### src/rtl/slis_pkg.sv
// Shared types and constants for the streaming LIS length unit.
// No dependencies; every other file but slis_ram imports this package.
package slis_pkg;

  localparam int VALUE_W  = 32;
  localparam int LENGTH_W = 11;

  // One input item.
  typedef struct packed {
    logic signed [VALUE_W-1:0] value;
    logic                      start_new;
  } in_t;

  // One result item.
  typedef struct packed {
    logic [LENGTH_W-1:0] length;
    logic                full_res;
  } out_t;

  // Commands from controller to datapath.
  typedef struct packed {
    logic load;       // capture key and start flag
    logic rd_last;    // read address selects the last tail
    logic wr_first;   // write key to tail 0, run length becomes 1
    logic wr_extend;  // append key, run length grows by one
    logic set_full;   // flag a dropped extension
    logic srch_init;  // set search bounds to the whole table
    logic srch_step;  // narrow the bounds with the probed tail
    logic wr_slot;    // write key at the search result
    logic finish;     // present the result next cycle
  } cmd_t;

  // Status from datapath to controller.
  typedef struct packed {
    logic empty;       // run is empty or restarts with this item
    logic beats;       // key lies strictly beyond the tail just read
    logic can_extend;  // table has room for another tail
    logic lo_lt_hi;    // search bounds not yet met
  } sts_t;

endpackage

### src/rtl/slis_ctrl.sv
// Sequencer for the streaming LIS length unit: one item at a time,
// binary search by repeated probe and compare. Depends on slis_pkg.
module slis_ctrl
  import slis_pkg::*;
(
  input  logic clk,
  input  logic rst,
  input  logic start,
  input  sts_t sts,
  output cmd_t cmd,
  output logic busy
);

  typedef enum logic [4:0] {
    S_IDLE  = 5'b00001,
    S_CHECK = 5'b00010,
    S_LAST  = 5'b00100,
    S_PROBE = 5'b01000,
    S_STEP  = 5'b10000
  } state_t;

  state_t state, state_next;

  always_ff @(posedge clk) begin
    if (rst) begin
      state <= S_IDLE;
    end else begin
      state <= state_next;
    end
  end

  always_comb begin
    state_next = state;
    cmd        = '0;
    case (state)
      S_IDLE: begin
        if (start) begin
          cmd.load   = 1'b1;
          state_next = S_CHECK;
        end
      end
      S_CHECK: begin
        if (sts.empty) begin
          cmd.wr_first = 1'b1;
          cmd.finish   = 1'b1;
          state_next   = S_IDLE;
        end else begin
          cmd.rd_last = 1'b1;
          state_next  = S_LAST;
        end
      end
      S_LAST: begin
        if (sts.beats) begin
          if (sts.can_extend) begin
            cmd.wr_extend = 1'b1;
          end else begin
            cmd.set_full = 1'b1;
          end
          cmd.finish = 1'b1;
          state_next = S_IDLE;
        end else begin
          cmd.srch_init = 1'b1;
          state_next    = S_PROBE;
        end
      end
      S_PROBE: begin
        // Read of the midpoint goes out this cycle; it is used only if the bounds have not met.
        if (sts.lo_lt_hi) begin
          state_next = S_STEP;
        end else begin
          cmd.wr_slot = 1'b1;
          cmd.finish  = 1'b1;
          state_next  = S_IDLE;
        end
      end
      S_STEP: begin
        cmd.srch_step = 1'b1;
        state_next    = S_PROBE;
      end
      default: begin
        state_next = S_IDLE;
      end
    endcase
  end

  assign busy = (state != S_IDLE);

endmodule

### config.mk
export PLATFORM = sky130hd
export DESIGN_NAME = slis_ctrl
export DESIGN_NICKNAME = d
export VERILOG_FILES = /design/src/rtl/slis_pkg.sv /design/src/rtl/slis_ctrl.sv
export SDC_FILE = /design/constraint.sdc
export NUM_CORES = 1
export LEC_CHECK = 0
export ABC_AREA = 1
export BUFFER_PORTS_ARGS = -buffer_cell sky130_fd_sc_hd__buf_2
export CAP_MARGIN = 25
export CORE_AREA = 4 4 41 43
export DETAILED_ROUTE_END_ITERATION = 10
export DIE_AREA = 0 0 45 47
export PLACE_DENSITY_LB_ADDON = 0.12
export SLEW_MARGIN = 20
export SYNTH_ARGS = -nofsm -noshare
export SYNTH_HDL_FRONTEND = slang
export SYNTH_SLANG_ARGS = --single-unit
### constraint.sdc
create_clock -name clk -period 1.2 [get_ports clk]
set_input_delay 0.18 -clock clk [delete_from_list [all_inputs] [get_ports clk]]
set_output_delay 0.18 -clock clk [all_outputs]
set_load 0.02 [all_outputs]
# After elaboration in Yosys (flattened, before gate mapping)
# Index checks and enable logic that the tools add are counted.
[op_classes]
add_sub_neg = 0
mul = 0
div = 0
order_cmp = 0
eq_ne = 7
n_shift = 0
mux = 20
bitwise = 0
n_reduce_logical = 0
[op_table]
columns = ["op", "count"]
rows = [
  ["case mux 5 bit (5 select lines)", 1],
  ["two-way mux 1 bit", 10],
  ["two-way mux 5 bit", 2],
  ["two-way mux 2 bit", 3],
  ["two-way mux 3 bit", 2],
  ["== test 5 x 1 -> 1 bit (second input constant)", 1],
  ["== test 5 x 2 -> 1 bit (second input constant)", 1],
  ["== test 5 x 3 -> 1 bit (second input constant)", 1],
  ["== test 5 x 4 -> 1 bit (second input constant)", 1],
  ["== test 5 bit (second input constant)", 1],
  ["!= test 5 x 1 -> 1 bit (second input constant)", 1],
  ["two-way mux 4 bit", 1],
  ["case mux 1 bit (3 select lines)", 1],
  ["!= test 2 bit (second input constant)", 1],
]
[totals]
ff_bits = 5
latchBits = 0
mem_bits_rw = 0
romBits = 0
word_cells = 28
n_memories = 0

# Longest topological paths before layout
[logic_depth]
ltp_word = 3
depth_mapped = 7
ltp_nobuf = 7

# Worst setup path after synthesis
# OpenSTA, ideal clock, no wires.
[synth_timing]
path_kind = "register -> output"
from = "reg state[2]"
to = "out cmd[8] (netlist bit)"
arrival_ns = 1.017
required_ns = 1.020
path_slack_ns = 0.003
stages_incl_launch_ff = 4
n_path_buf = 0
path_cell_list = "dfxtp_1 nor2_2 nand3_2 nor2_1"
[synth_rtl]
columns = ["item", "line_no", "rtl"]
rows = [
  ["from (decl)", "slis_ctrl.sv:22", "state_t state, state_next;"],
  ["from (signal assigned)", "slis_ctrl.sv:28", "state <= state_next;"],
  ["to (decl)", "slis_ctrl.sv:10", "output cmd_t cmd,"],
]

==> metrics.txt <==
Slew @ Worst Pin=0.179 ns; Die W=45 µm; Core Util, Final=41.5%; Worst Path Max Fanout=5; Clk network pwr share=39.9%; final hold violation count=0; share of the synthesized area in the top cell type=30.9%; drt wl/cell=10.1 µm; initial core utilization=24.9%; Finished Layout Cells=88; skew final=0.00164 ns; Post-synth EDFFs=0; min cycle time layout=1.35 ns; reg-to-reg slack, setup=0.10 ns; Diodes inserted=0; CP arrival=1.17 ns; number of global-route vias before repair=345; Power, Total=0.499 mW; PD cells=923 nW/µm²; Comb power frac=23.0%; max_cap viols=0; Clk Latency, worst-skew pair=0.25 ns; CP startpoint kind=flip-flop; Largest register FFs=5; CP Class=flip-flop to primary output; Hold WC Path Type=input pin to flip-flop; Final WS setup=-0.147 ns; Leak=0.312 nW; register bit total from synthesis=5; via count=394; htree depth=1; sequential power share=37.1%; Max Fclk=743 MHz; slowest cell on the critical path=dfxtp_2; dpl hpwl=699 µm; Slew headroom=88.1%; First-pass DRT Iterations=3; top-count cell post-synth=inv_1; Sinks on Clock Net=5; vias per cell=4.48; RSZ-0062 raised after global routing=true; Final Cycle Share=112%; register area share after synthesis=30.9%; Placed Cells=79; Global Route Usage Sum=10.6%; Root Driver=clkbuf_4; initial DRC count=1; Setup crit end=cmd[0]; YS warnings=0; core area=1300 µm²; fin nets=81; initial antenna violation count=0; proportion of layout cells with a drive suffix above 1=56.2%; IR drop worst, VDD=0.000429 V; Critical Path End Type=primary output; Int Power=0.353 mW; pin count of the biggest net entering global routing=8; reg2reg start=state[2]; Sw Ratio=29.2%; quantity of hold-fixing buffers added after cts=0; R2R cell count=7; Cell variety after synth=13; Remaining Overflow, GRT=0; Critical Path RT=1.02 ns; PortBufs=16; Chip Height=47 µm; Psw=0.146 mW; Worst path max stage delay=0.33 ns; outcome=finished with violations; die area=2120 µm²; failing checks=negative setup slack; Slew Viols, Final=0; Syn Nets=54; CTS tree=yes; row cnt=13; Async SR Flop Fraction=0%; top flop regs=state: 5 flops; Max clock buf depth=2; Reg-to-Reg End=state[0]; TritonCTS Buffers=3; # DRC=0; dominant cells by area after synthesis=dfxtp_1 (31%), inv_1 (13%), nand3_2 (9.3%); cells after synthesis=47; Final setup viols=10; Worst-path clk slew=0.04 ns; P&R area growth vs syn=66.8%; io pins=17; synthesized area per cell=6.89 µm²; Mapped Area=324 µm²; Main synth FF type=dfxtp_1; RePlAce Congestion=0.697; crit path from=state[1]; cell breakdown of the critical path=nor2_4 > nand4_1 > nand3_2 > buf_6; largest area contributor in the netlist=dfxtp_1; Post-DRT Antenna Nets=0; first-pass GRT wire length=1460 µm; top cells by count, synth=inv_1 (11), nor2_1 (8), dfxtp_1 (5); Reg with most FFs=state; WL final=887 µm
repair_timing:
item / CTS / global route
pin swaps: 5 / 4
buffers inserted: 3 / 2
endpoints found under the setup margin: 10 / 10
gates resized for setup: 18 / 2
cell type report:
type / instances / area, µm²
sequential: 5 / 108
inverter: 11 / 41.3
multi-input combinational: 31 / 193
tap: 15 / 18.8
fill: 145 / 761
timing repair buffer: 22 / 154
clock buffer: 4 / 26.3
per-stage QoR:
stage,setup WS [ns],hold slack (ns),area [µm²],setup TNS (ns)
floorplan,0.00349,0.257,324,0
global placement,0.0209,0.389,430,0
detailed placement,0.0198,0.395,430,0
CTS,-0.151,0.128,519,-1.18
global route,-0.228,0.136,541,-1.87
finish,-0.147,0.130,541,-1.08
routing by layer:
metal  track usage [%]  vias up  wire, µm
met5                 0        -         0
met4              12.3        0        40
met3              3.83        5        86
met2              15.5       17       367
met1              10.9      169       393
li1                  -      203         -
power groups by stage:
stage / combinational, mW / sequential [mW] / clock (mW)
3_5_place_dp: 0.0940 / 0.184 / 0
2_1_floorplan: 0.0595 / 0.182 / 0
3_3_place_gp: 0.0961 / 0.183 / 0
4_1_cts: 0.115 / 0.185 / 0.205
5_1_grt: 0.125 / 0.186 / 0.219
6_report: 0.115 / 0.185 / 0.199
worst max-delay path, delay by kind of cell (launching register included):
| kind | cells | cell delay [ns] |
|---|---|---|
| flip-flops | 1 | 0.33 |
| AND/OR/NAND/NOR | 3 | 0.47 |
| buffers and inverters | 1 | 0.12 |
worst min-delay path by stage:
stage                           to  slack (ns)  startpoint  cells past startpoint
after floorplan           state[1]        0.26         rst                      1
after global routing      state[2]        0.14      sts[3]                      2
after CTS                 state[2]        0.13      sts[3]                      2
final                     state[2]        0.13      sts[3]                      2
after detailed placement  state[2]        0.40      sts[3]                      2
after global placement    state[2]        0.39      sts[3]                      2
cell usage in the layout, fill, tap and decap left out:
cell type  instances
o21ba_1            1
buf_2              9
nor2_4             2
inv_1              9
dfxtp_2            3
nand3_1            3
nor2_2             4
dfxtp_1            1
o21bai_2           1
clkbuf_4           3
clkbuf_1           1
buf_4             10
nor3_1             3
nand2_1            4
nand3b_1           1
nand3_2            3
buf_6              3
inv_2              2
nand4_1            3
dfxtp_4            1
nor2_1             6
cell families (layout without fill, tap and decap cells):
logic type | count (synthesis) | after routing | share of synthesized area [%]
simple gates | 29 | 29 | 49.8
buf+inv | 11 | 37 | 12.7
flops | 5 | 5 | 30.9
compound gates | 2 | 2 | 6.56
No activity file was read; power rests on OpenSTA's default activity.
